File: src/sv/bmg_pkg.sv
`timescale 1ns / 1ps
// ----------------------------------------------------------------------------
// bmg_pkg: shared types and constants of the box mesh generator
// Holds status codes, item kinds, register indexes, the job and result
// records and the corner table of the six-tetrahedra cell split.
// ----------------------------------------------------------------------------
package bmg_pkg;

    localparam logic [9:0] MAX_DIVISIONS = 10'd255;
    localparam int         DIV_STEPS     = 40;   // dividend width of a coordinate
    localparam int         NUM_TETS      = 6;

    typedef enum logic [1:0] {
        ST_OK     = 2'd0,
        ST_BADCFG = 2'd1,
        ST_RANGE  = 2'd2
    } t_status;

    typedef enum logic [1:0] {
        K_ERR  = 2'd0,
        K_NODE = 2'd1,
        K_CELL = 2'd2
    } t_kind;

    typedef enum logic [2:0] {
        REG_DIV_X  = 3'd0,
        REG_DIV_Y  = 3'd1,
        REG_DIV_Z  = 3'd2,
        REG_SIZE_X = 3'd3,
        REG_SIZE_Y = 3'd4,
        REG_SIZE_Z = 3'd5
    } t_reg;

    typedef enum logic [1:0] {
        B_IDLE = 2'd0,
        B_DIV  = 2'd1,
        B_CELL = 2'd2
    } t_bstate;

    // One classified item as the front part hands it to the back part.
    typedef struct packed {
        t_kind         kind;
        t_status       status;
        logic [23:0]   base;       // linear id of the cell's corner 0
        logic [8:0]    stride_y;   // div_x + 1
        logic [16:0]   stride_z;   // (div_x + 1) * (div_y + 1)
        logic [39:0]   num_x;      // size * index, to be divided
        logic [39:0]   num_y;
        logic [39:0]   num_z;
        logic [7:0]    den_x;
        logic [7:0]    den_y;
        logic [7:0]    den_z;
    } t_job;

    typedef struct packed {
        t_status     status;
        logic [31:0] coord_x;
        logic [31:0] coord_y;
        logic [31:0] coord_z;
        logic [23:0] vertex_a;
        logic [23:0] vertex_b;
        logic [23:0] vertex_c;
        logic [23:0] vertex_d;
        logic        last;
    } t_result;

    // Corners of the six tetrahedra around the main diagonal of a cell.
    // Corner bit 0 is the x offset, bit 1 the y offset, bit 2 the z offset.
    localparam logic [2:0] KUHN_CORNERS [NUM_TETS][4] = '{
        '{3'd0, 3'd1, 3'd3, 3'd7},
        '{3'd0, 3'd3, 3'd2, 3'd7},
        '{3'd0, 3'd2, 3'd6, 3'd7},
        '{3'd0, 3'd6, 3'd4, 3'd7},
        '{3'd0, 3'd4, 3'd5, 3'd7},
        '{3'd0, 3'd5, 3'd1, 3'd7}
    };

    function automatic logic [23:0] corner_id(
        input logic [23:0] base,
        input logic [8:0]  sy,
        input logic [16:0] sz,
        input logic [2:0]  corner
    );
        logic [23:0] acc;
        acc = base;
        if (corner[0]) acc = acc + 24'd1;
        if (corner[1]) acc = acc + 24'(sy);
        if (corner[2]) acc = acc + 24'(sz);
        return acc;
    endfunction

endpackage

File: src/sv/box_tetra_mesh_generator.sv
`timescale 1ns / 1ps
// ----------------------------------------------------------------------------
// box_tetra_mesh_generator: structured tetrahedral mesh of a box
// Answers node requests with Q16.16 coordinates and cell requests with the
// six tetrahedra that share the cell's main diagonal.
// ----------------------------------------------------------------------------
//
//  Channel   Direction  Handshake          Payload
//  request   in         push / full        opcode, x/y/z index
//  result    out        empty / pop        status, coords, four vertices, last
//  config    in         i_cfg_we           i_cfg_idx, i_cfg_data
//
// A cell request yields six items, one per cycle while the result buffer has
// room, after the back part loads the job from its idle state. The three
// coordinates of a node request are divided in parallel, one quotient bit
// per cycle over a 40-bit dividend. Error items are emitted straight from
// the back part's idle state. Reset is synchronous and active low; it
// empties all queues and returns the registers to a unit box of one cell.
// Either side may stall: a two-entry job queue and a two-entry result
// buffer keep intake and delivery independent.
module box_tetra_mesh_generator (
    input  logic        i_clk,
    input  logic        i_rst_n,
    input  logic        push,
    output logic        full,
    input  logic        i_opcode,
    input  logic [7:0]  i_x_index,
    input  logic [7:0]  i_y_index,
    input  logic [7:0]  i_z_index,
    output logic        empty,
    input  logic        pop,
    output logic [1:0]  o_status,
    output logic [31:0] o_coord_x,
    output logic [31:0] o_coord_y,
    output logic [31:0] o_coord_z,
    output logic [23:0] o_vertex_a,
    output logic [23:0] o_vertex_b,
    output logic [23:0] o_vertex_c,
    output logic [23:0] o_vertex_d,
    output logic        o_last,
    input  logic        i_cfg_we,
    input  logic [2:0]  i_cfg_idx,
    input  logic [31:0] i_cfg_data
);

    // Configuration registers.
    logic [7:0]  r_div_x, r_div_y, r_div_z;
    logic [31:0] r_size_x, r_size_y, r_size_z;

    logic             job_valid, job_ready, q_valid, q_pop;
    bmg_pkg::t_job    job, q_job;
    bmg_pkg::t_result res;

    // Writes to unused indexes are ignored.
    always_ff @(posedge i_clk) begin
        if (!i_rst_n) begin
            r_div_x  <= 8'd1;
            r_div_y  <= 8'd1;
            r_div_z  <= 8'd1;
            r_size_x <= 32'd65536;
            r_size_y <= 32'd65536;
            r_size_z <= 32'd65536;
        end else if (i_cfg_we) begin
            case (bmg_pkg::t_reg'(i_cfg_idx))
                bmg_pkg::REG_DIV_X:  r_div_x  <= i_cfg_data[7:0];
                bmg_pkg::REG_DIV_Y:  r_div_y  <= i_cfg_data[7:0];
                bmg_pkg::REG_DIV_Z:  r_div_z  <= i_cfg_data[7:0];
                bmg_pkg::REG_SIZE_X: r_size_x <= i_cfg_data;
                bmg_pkg::REG_SIZE_Y: r_size_y <= i_cfg_data;
                bmg_pkg::REG_SIZE_Z: r_size_z <= i_cfg_data;
                default: begin
                end
            endcase
        end
    end

    bmg_front u_front (
        .i_clk       (i_clk),
        .i_rst_n     (i_rst_n),
        .i_push      (push),
        .o_full      (full),
        .i_opcode    (i_opcode),
        .i_x_index   (i_x_index),
        .i_y_index   (i_y_index),
        .i_z_index   (i_z_index),
        .i_div_x     (r_div_x),
        .i_div_y     (r_div_y),
        .i_div_z     (r_div_z),
        .i_size_x    (r_size_x),
        .i_size_y    (r_size_y),
        .i_size_z    (r_size_z),
        .o_job_valid (job_valid),
        .i_job_ready (job_ready),
        .o_job       (job)
    );

    bmg_queue u_queue (
        .i_clk      (i_clk),
        .i_rst_n    (i_rst_n),
        .i_wr_valid (job_valid),
        .o_wr_ready (job_ready),
        .i_wr_job   (job),
        .o_rd_valid (q_valid),
        .i_rd_pop   (q_pop),
        .o_rd_job   (q_job)
    );

    bmg_back u_back (
        .i_clk       (i_clk),
        .i_rst_n     (i_rst_n),
        .i_job_valid (q_valid),
        .o_job_pop   (q_pop),
        .i_job       (q_job),
        .o_empty     (empty),
        .i_pop       (pop),
        .o_result    (res)
    );

    assign o_status   = res.status;
    assign o_coord_x  = res.coord_x;
    assign o_coord_y  = res.coord_y;
    assign o_coord_z  = res.coord_z;
    assign o_vertex_a = res.vertex_a;
    assign o_vertex_b = res.vertex_b;
    assign o_vertex_c = res.vertex_c;
    assign o_vertex_d = res.vertex_d;
    assign o_last     = res.last;

endmodule

File: src/sv/bmg_front.sv
`timescale 1ns / 1ps
// ----------------------------------------------------------------------------
// bmg_front: item intake and classification
// Two stages: the first checks configuration and range and forms the
// products, the second forms the cell's base node id.
// ----------------------------------------------------------------------------
module bmg_front (
    input  logic             i_clk,
    input  logic             i_rst_n,
    input  logic             i_push,
    output logic             o_full,
    input  logic             i_opcode,
    input  logic [7:0]       i_x_index,
    input  logic [7:0]       i_y_index,
    input  logic [7:0]       i_z_index,
    input  logic [7:0]       i_div_x,
    input  logic [7:0]       i_div_y,
    input  logic [7:0]       i_div_z,
    input  logic [31:0]      i_size_x,
    input  logic [31:0]      i_size_y,
    input  logic [31:0]      i_size_z,
    output logic             o_job_valid,
    input  logic             i_job_ready,
    output bmg_pkg::t_job    o_job
);

    logic              r_v1, r_v2;
    logic              r_op;
    logic [7:0]        r_i, r_j, r_k;
    logic              adv1, adv2;

    bmg_pkg::t_kind    kind1;
    bmg_pkg::t_status  status1;
    logic              cfg_bad, rng_bad;
    logic [16:0]       m1;
    logic [8:0]        sy1;
    logic [16:0]       sz1;

    bmg_pkg::t_kind    r_kind;
    bmg_pkg::t_status  r_status;
    logic [7:0]        r_i2;
    logic [16:0]       r_m1;
    logic [8:0]        r_sy;
    logic [16:0]       r_sz;
    logic [39:0]       r_px, r_py, r_pz;
    logic [7:0]        r_dx, r_dy, r_dz;
    logic [25:0]       base_full;

    assign adv2   = !r_v2 || i_job_ready;
    assign adv1   = !r_v1 || adv2;
    assign o_full = !adv1;

    always_comb begin
        cfg_bad = (i_div_x == 8'd0) || (i_div_y == 8'd0) || (i_div_z == 8'd0)
               || ({2'b00, i_div_x} > bmg_pkg::MAX_DIVISIONS)
               || ({2'b00, i_div_y} > bmg_pkg::MAX_DIVISIONS)
               || ({2'b00, i_div_z} > bmg_pkg::MAX_DIVISIONS)
               || (i_size_x == 32'd0) || (i_size_y == 32'd0) || (i_size_z == 32'd0);
        if (!r_op) begin
            rng_bad = (r_i > i_div_x) || (r_j > i_div_y) || (r_k > i_div_z);
        end else begin
            rng_bad = (r_i >= i_div_x) || (r_j >= i_div_y) || (r_k >= i_div_z);
        end
        if (cfg_bad) begin
            kind1   = bmg_pkg::K_ERR;
            status1 = bmg_pkg::ST_BADCFG;
        end else if (rng_bad) begin
            kind1   = bmg_pkg::K_ERR;
            status1 = bmg_pkg::ST_RANGE;
        end else if (r_op) begin
            kind1   = bmg_pkg::K_CELL;
            status1 = bmg_pkg::ST_OK;
        end else begin
            kind1   = bmg_pkg::K_NODE;
            status1 = bmg_pkg::ST_OK;
        end
        sy1 = {1'b0, i_div_x} + 9'd1;
        sz1 = 17'(sy1) * 17'({1'b0, i_div_y} + 9'd1);
        m1  = 17'({1'b0, i_div_y} + 9'd1) * 17'(r_k) + 17'(r_j);
    end

    always_ff @(posedge i_clk) begin
        if (!i_rst_n) begin
            r_v1 <= 1'b0;
            r_v2 <= 1'b0;
        end else begin
            if (adv1) r_v1 <= i_push;
            if (adv2) r_v2 <= r_v1;
        end
    end

    always_ff @(posedge i_clk) begin
        if (adv1 && i_push) begin
            r_op <= i_opcode;
            r_i  <= i_x_index;
            r_j  <= i_y_index;
            r_k  <= i_z_index;
        end
        if (adv2 && r_v1) begin
            r_kind   <= kind1;
            r_status <= status1;
            r_i2     <= r_i;
            r_m1     <= m1;
            r_sy     <= sy1;
            r_sz     <= sz1;
            r_px     <= 40'(i_size_x) * 40'(r_i);
            r_py     <= 40'(i_size_y) * 40'(r_j);
            r_pz     <= 40'(i_size_z) * 40'(r_k);
            r_dx     <= i_div_x;
            r_dy     <= i_div_y;
            r_dz     <= i_div_z;
        end
    end

    assign base_full   = 26'(r_sy) * 26'(r_m1) + 26'(r_i2);
    assign o_job_valid = r_v2;

    always_comb begin
        o_job.kind     = r_kind;
        o_job.status   = r_status;
        o_job.base     = base_full[23:0];
        o_job.stride_y = r_sy;
        o_job.stride_z = r_sz;
        o_job.num_x    = r_px;
        o_job.num_y    = r_py;
        o_job.num_z    = r_pz;
        o_job.den_x    = r_dx;
        o_job.den_y    = r_dy;
        o_job.den_z    = r_dz;
    end

endmodule

File: src/sv/bmg_queue.sv
`timescale 1ns / 1ps
// ----------------------------------------------------------------------------
// bmg_queue: two-entry job queue between front and back
// Decouples intake from result generation so each side stalls on its own.
// ----------------------------------------------------------------------------
module bmg_queue (
    input  logic          i_clk,
    input  logic          i_rst_n,
    input  logic          i_wr_valid,
    output logic          o_wr_ready,
    input  bmg_pkg::t_job i_wr_job,
    output logic          o_rd_valid,
    input  logic          i_rd_pop,
    output bmg_pkg::t_job o_rd_job
);

    bmg_pkg::t_job r_mem [2];
    logic          r_wp, r_rp;
    logic [1:0]    r_cnt;
    logic          do_wr, do_rd;

    assign o_wr_ready = (r_cnt != 2'd2);
    assign o_rd_valid = (r_cnt != 2'd0);
    assign do_wr      = i_wr_valid && o_wr_ready;
    assign do_rd      = i_rd_pop && o_rd_valid;
    assign o_rd_job   = r_mem[r_rp];

    always_ff @(posedge i_clk) begin
        if (!i_rst_n) begin
            r_wp  <= 1'b0;
            r_rp  <= 1'b0;
            r_cnt <= 2'd0;
        end else begin
            if (do_wr) r_wp <= !r_wp;
            if (do_rd) r_rp <= !r_rp;
            r_cnt <= r_cnt + 2'(do_wr) - 2'(do_rd);
        end
    end

    always_ff @(posedge i_clk) begin
        if (do_wr) r_mem[r_wp] <= i_wr_job;
    end

endmodule

File: src/sv/bmg_back.sv
`timescale 1ns / 1ps
// ----------------------------------------------------------------------------
// bmg_back: result generation
// Runs three bit-serial dividers for node coordinates, walks the six
// tetrahedra of a cell one a cycle while its two-entry result buffer has room.
// ----------------------------------------------------------------------------
module bmg_back (
    input  logic             i_clk,
    input  logic             i_rst_n,
    input  logic             i_job_valid,
    output logic             o_job_pop,
    input  bmg_pkg::t_job    i_job,
    output logic             o_empty,
    input  logic             i_pop,
    output bmg_pkg::t_result o_result
);

    bmg_pkg::t_bstate r_state, n_state;
    logic [2:0]       r_tet;
    logic [5:0]       r_cnt;
    logic [23:0]      r_base;
    logic [8:0]       r_sy;
    logic [16:0]      r_sz;
    logic [39:0]      r_num [3];
    logic [7:0]       r_rem [3];
    logic [7:0]       r_den [3];
    logic [39:0]      n_num [3];
    logic [7:0]       n_rem [3];

    bmg_pkg::t_result r_ob [2];
    logic             r_ob_wp, r_ob_rp;
    logic [1:0]       r_ob_cnt;
    logic             space, emit, do_pop, load, div_step, div_done;
    bmg_pkg::t_result emit_data;

    assign space    = (r_ob_cnt != 2'd2);
    assign div_done = (r_cnt == 6'(bmg_pkg::DIV_STEPS));
    assign div_step = (r_state == bmg_pkg::B_DIV) && !div_done;
    assign do_pop   = i_pop && !o_empty;
    assign o_empty  = (r_ob_cnt == 2'd0);
    assign o_result = r_ob[r_ob_rp];

    always_comb begin
        logic [8:0] trial;
        for (int a = 0; a < 3; a++) begin
            trial = {r_rem[a], r_num[a][39]};
            if (trial >= {1'b0, r_den[a]}) begin
                n_rem[a] = 8'(trial - {1'b0, r_den[a]});
                n_num[a] = {r_num[a][38:0], 1'b1};
            end else begin
                n_rem[a] = trial[7:0];
                n_num[a] = {r_num[a][38:0], 1'b0};
            end
        end
    end

    always_comb begin
        n_state   = r_state;
        emit      = 1'b0;
        o_job_pop = 1'b0;
        load      = 1'b0;
        emit_data = '0;
        emit_data.last = 1'b1;
        case (r_state)
            bmg_pkg::B_IDLE: begin
                if (i_job_valid) begin
                    case (i_job.kind)
                        bmg_pkg::K_ERR: begin
                            if (space) begin
                                emit             = 1'b1;
                                o_job_pop        = 1'b1;
                                emit_data.status = i_job.status;
                            end
                        end
                        bmg_pkg::K_NODE: begin
                            o_job_pop = 1'b1;
                            load      = 1'b1;
                            n_state   = bmg_pkg::B_DIV;
                        end
                        bmg_pkg::K_CELL: begin
                            o_job_pop = 1'b1;
                            load      = 1'b1;
                            n_state   = bmg_pkg::B_CELL;
                        end
                        default: begin
                            o_job_pop = 1'b1;
                        end
                    endcase
                end
            end
            bmg_pkg::B_DIV: begin
                if (div_done && space) begin
                    emit              = 1'b1;
                    emit_data.status  = bmg_pkg::ST_OK;
                    emit_data.coord_x = r_num[0][31:0];
                    emit_data.coord_y = r_num[1][31:0];
                    emit_data.coord_z = r_num[2][31:0];
                    n_state           = bmg_pkg::B_IDLE;
                end
            end
            bmg_pkg::B_CELL: begin
                if (space) begin
                    emit               = 1'b1;
                    emit_data.status   = bmg_pkg::ST_OK;
                    emit_data.vertex_a = bmg_pkg::corner_id(r_base, r_sy, r_sz,
                                         bmg_pkg::KUHN_CORNERS[r_tet][0]);
                    emit_data.vertex_b = bmg_pkg::corner_id(r_base, r_sy, r_sz,
                                         bmg_pkg::KUHN_CORNERS[r_tet][1]);
                    emit_data.vertex_c = bmg_pkg::corner_id(r_base, r_sy, r_sz,
                                         bmg_pkg::KUHN_CORNERS[r_tet][2]);
                    emit_data.vertex_d = bmg_pkg::corner_id(r_base, r_sy, r_sz,
                                         bmg_pkg::KUHN_CORNERS[r_tet][3]);
                    emit_data.last     = (r_tet == 3'(bmg_pkg::NUM_TETS - 1));
                    if (emit_data.last) n_state = bmg_pkg::B_IDLE;
                end
            end
            default: begin
                n_state = bmg_pkg::B_IDLE;
            end
        endcase
    end

    always_ff @(posedge i_clk) begin
        if (!i_rst_n) begin
            r_state  <= bmg_pkg::B_IDLE;
            r_ob_wp  <= 1'b0;
            r_ob_rp  <= 1'b0;
            r_ob_cnt <= 2'd0;
        end else begin
            r_state <= n_state;
            if (emit)   r_ob_wp <= !r_ob_wp;
            if (do_pop) r_ob_rp <= !r_ob_rp;
            r_ob_cnt <= r_ob_cnt + 2'(emit) - 2'(do_pop);
        end
    end

    always_ff @(posedge i_clk) begin
        if (emit) r_ob[r_ob_wp] <= emit_data;
        if (load) begin
            r_tet    <= 3'd0;
            r_cnt    <= 6'd0;
            r_base   <= i_job.base;
            r_sy     <= i_job.stride_y;
            r_sz     <= i_job.stride_z;
            r_num[0] <= i_job.num_x;
            r_num[1] <= i_job.num_y;
            r_num[2] <= i_job.num_z;
            r_den[0] <= i_job.den_x;
            r_den[1] <= i_job.den_y;
            r_den[2] <= i_job.den_z;
            r_rem[0] <= 8'd0;
            r_rem[1] <= 8'd0;
            r_rem[2] <= 8'd0;
        end else begin
            if (div_step) begin
                r_cnt <= r_cnt + 6'd1;
                for (int a = 0; a < 3; a++) begin
                    r_num[a] <= n_num[a];
                    r_rem[a] <= n_rem[a];
                end
            end
            if (r_state == bmg_pkg::B_CELL && emit) r_tet <= r_tet + 3'd1;
        end
    end

endmodule

File: config.mk
export PLATFORM = sky130hd
export DESIGN_NAME = box_tetra_mesh_generator
export DESIGN_NICKNAME = d
export VERILOG_FILES = /design/src/sv/bmg_pkg.sv /design/src/sv/box_tetra_mesh_generator.sv /design/src/sv/bmg_front.sv /design/src/sv/bmg_queue.sv /design/src/sv/bmg_back.sv
export SDC_FILE = /design/constraint.sdc
export NUM_CORES = 2
export LEC_CHECK = 0
export ABC_CLOCK_PERIOD_IN_PS = 11690
export BUFFER_PORTS_ARGS = -buffer_cell sky130_fd_sc_hd__buf_2
export CELL_PAD_IN_SITES_DETAIL_PLACEMENT = 1
export CELL_PAD_IN_SITES_GLOBAL_PLACEMENT = 2
export CORE_MARGIN = 4
export CORE_UTILIZATION = 35
export CTS_BUF_LIST = sky130_fd_sc_hd__clkbuf_16
export CTS_CLUSTER_DIAMETER = 100
export DETAILED_ROUTE_END_ITERATION = 10
export PLACE_DENSITY_LB_ADDON = 0.12
export SKIP_LAST_GASP = 1
export SYNTH_ARGS = -nofsm -noshare
export SYNTH_HDL_FRONTEND = slang
export SYNTH_SLANG_ARGS = --single-unit
File: constraint.sdc
create_clock -name i_clk -period 11.69 [get_ports i_clk]
set_clock_uncertainty 0.15 [all_clocks]
set_input_delay 2.338 -clock i_clk [delete_from_list [all_inputs] [get_ports i_clk]]
set_output_delay 2.338 -clock i_clk [all_outputs]
set_load 0.005 [all_outputs]
==> reports/metrics.csv <==
metric,value,unit
Slew headroom,0.153,
IO Count,262,
period utilisation layout,0.613,
largest fanout on the critical path,42,
final setup violating endpoints,0,
ANT nets after route,0,
min cycle time layout,7.17,ns
met3 GRT Util,0.0258,
Sw Share,0.366,
WL per Instance,22.6,microns
fmax,139,MHz
"Req. time, crit path",12.09,ns
RSZ-0062 raised after global routing,false,
number of synthesized flops with an enable pin,1228,
Core Rows,187,
Placer Congestion,0.824,
synthesized area,0.0918,sq mm
Setup Buffers After CTS,0,
Synth Warn #,0,
Leakage,39.7,nW
Buffers on Ports,261,
worst skew pair latency,0.81,ns
Mapped Cells,8186,
TritonCTS clock tree,done,
DRC Markers,0,
"CTS clk-pin slew, worst paths",0.06,ns
Synth Register Bits,1371,
vias per inst,4.99,
Gate power share,0.372,
placed inst area,0.0966,sq mm
initial antenna violation count,24,
Hold Crit Class,register to register,
"commonest non-fill, non-tap cell in the layout",edfxtp_1,
vias in the first global route,64490,
switching power,7.01,mW
status,"finished, final reports clean",
CTS-repair resized insts,0,
share of cells above drive strength 1,0.108,
Final Util,0.392,
CTS HTree Levels,4,
synth unique cells,92,
global-route wire length before repair,413000,microns
Num CTS Buffers,164,
slew of the pin with the lowest slew margin,1.27,ns
syn avg cell area,11.2,sq um
CP endpoint kind,register,
CTS Sinks,1371,
root buf cell,clkbuf_16,
VDD IR max,152,uV
Final Total Pwr,19.2,mW
Detailed Place HPWL,199000,microns
gr usage total,0.200,
max cap viols,0,
Longest Clk Path Bufs,3,
setup ws final,4.52,ns
WP data arrival,7.57,ns
cts hold-fix bufs,0,
Final Hold Viols,0,
"Seq/Total Area, Yosys",0.433,
most common flop cell mapped by yosys,edfxtp_1,
Total Neg Setup Slack,0,ns
largest net degree at the start of global routing,149,
CP Class,register to register,
DRT iter0 DRCs,3229,
Critical Path Start Type,register,
Seq pwr share,0.364,
cell area after layout,0.102,sq mm
"Net Count, Synth",9479,
GR Util met1,0.292,
core region area,0.260,sq mm
GRT overflow,0,
nets@finish,9581,
Clk network pwr share,0.265,
Pwr per Cell Area,188,mW/mm^2
Initial Util,0.353,
Die W,520,microns
drt first pass iters,6,
most frequent cells in the layout,"edfxtp_1 (1228), nand2_1 (1095), inv_1 (959), fa_1 (757), and2_1 (633)",
Max Slew Vio Count,0,
asr flop ratio synth,0,
die footprint,0.270,sq mm
dpl ws,4.49,ns
DR vias,59542,
Post-Route WL,270000,microns
die height,520,microns
busiest grt layer,met2,
Power Internal,12.2,mW
Area Overhead vs Synth,11.2,%
met2 Usage GRT,0.321,
==> worst paths after layout <==
path                                         endpoint  depth (start not counted)              from  slack, ns
worst min-delay path            u_queue.r_mem[0][126]                          0  u_front.r_px[22]       0.27
worst max-delay path                 u_front.r_pz[39]                         21    u_front.r_k[2]       4.52
worst max register to register       u_front.r_pz[39]                         21    u_front.r_k[2]       4.52
worst min register to register  u_queue.r_mem[0][126]                          0  u_front.r_px[22]       0.27
==> cell type report <==
cell class,count,area (sq um)
clock buffers,165,4130
inverters,936,3510
diodes,9,22.5
flip-flops and latches,1371,39700
repair buffers,341,1950
fillers,28109,158000
clock inverters,139,1280
well taps,3496,4370
multi-input cells,5474,47000
==> state kept, by name, summed over array words and instances (netlist names), 32 cells and up, named ones only <==
name / cells
r_size_x: 32
r_size_y: 32
r_size_z: 32
u_back.r_num: 120
u_back.r_ob: 390
u_front.r_px: 40
u_front.r_py: 40
u_front.r_pz: 40
u_queue.r_mem: 396
==> stage by stage <==
step                      std cells  hold WS [ns]
after global routing          11925         0.273
after detailed placement      11617         0.281
final                         11931         0.269
after floorplan                8186         0.256
after global placement        11617         0.272
after CTS                     11921         0.260
==> cells by family after synthesis <==
family | after synthesis | share of synthesized area
and+or+nand+nor | 2522 | 0.134
DFF | 1371 | 0.433
buffers and inverters | 1341 | 0.0554
adders and majority gates | 1228 | 0.229
AOI/OAI and AO/OA | 972 | 0.0671
muxes | 420 | 0.0496
xor gates and xnor gates | 332 | 0.0318
==> synth_stat cells (67+ instances only) <==
cell type | n | share of area
edfxtp_1 | 1228 | 0.40
nand2_1 | 1097 | 0.045
inv_1 | 932 | 0.038
fa_1 | 757 | 0.17
and2_1 | 634 | 0.043
ha_1 | 471 | 0.064
clkbuf_1 | 342 | 0.014
nor2_1 | 291 | 0.012
mux2_2 | 274 | 0.034
o21ai_0 | 256 | 0.014
a21oi_1 | 241 | 0.013
xnor2_1 | 230 | 0.022
mux2i_1 | 146 | 0.016
dfxtp_1 | 143 | 0.031
a21boi_0 | 136 | 0.011
xor2_1 | 101 | 0.0096
a21o_1 | 87 | 0.0071
nand3_1 | 80 | 0.0044
nor2b_1 | 67 | 0.0046
==> critical path, cell delays in order (launching register included) <==
cell	delay, ns
edfxtp_1	0.36
buf_4	0.32
and2_1	0.27
fa_1	0.53
inv_1	0.05
fa_1	0.54
inv_1	0.05
fa_1	0.49
inv_1	0.06
fa_1	0.47
inv_1	0.04
ha_1	0.33
o21a_1	0.18
o21ai_0	0.10
or4_1	0.51
o22ai_1	0.30
o31ai_1	0.15
a2111oi_0	1.08
o41ai_1	0.32
o2111ai_1	0.33
a21oi_1	0.12
xnor2_1	0.13
==> power by group through the flow <==
stage | logic [mW] | registers [mW] | clock network (mW)
floorplan | 5.03 | 6.84 | 0
global placement | 7.10 | 7.05 | 0
detailed placement | 7.21 | 7.07 | 0
CTS | 7.26 | 6.98 | 5.23
global route | 8.01 | 7.04 | 5.45
finish | 7.12 | 6.97 | 5.07
==> layer usage <==
| layer | share of wire | vias up |
|---|---|---|
| li1 | - | 27584 |
| met1 | 0.49 | 30825 |
| met2 | 0.46 | 875 |
| met3 | 0.034 | 250 |
| met4 | 0.016 | 8 |
| met5 | 0.00019 | - |
Power figures use the tool's default switching activity.
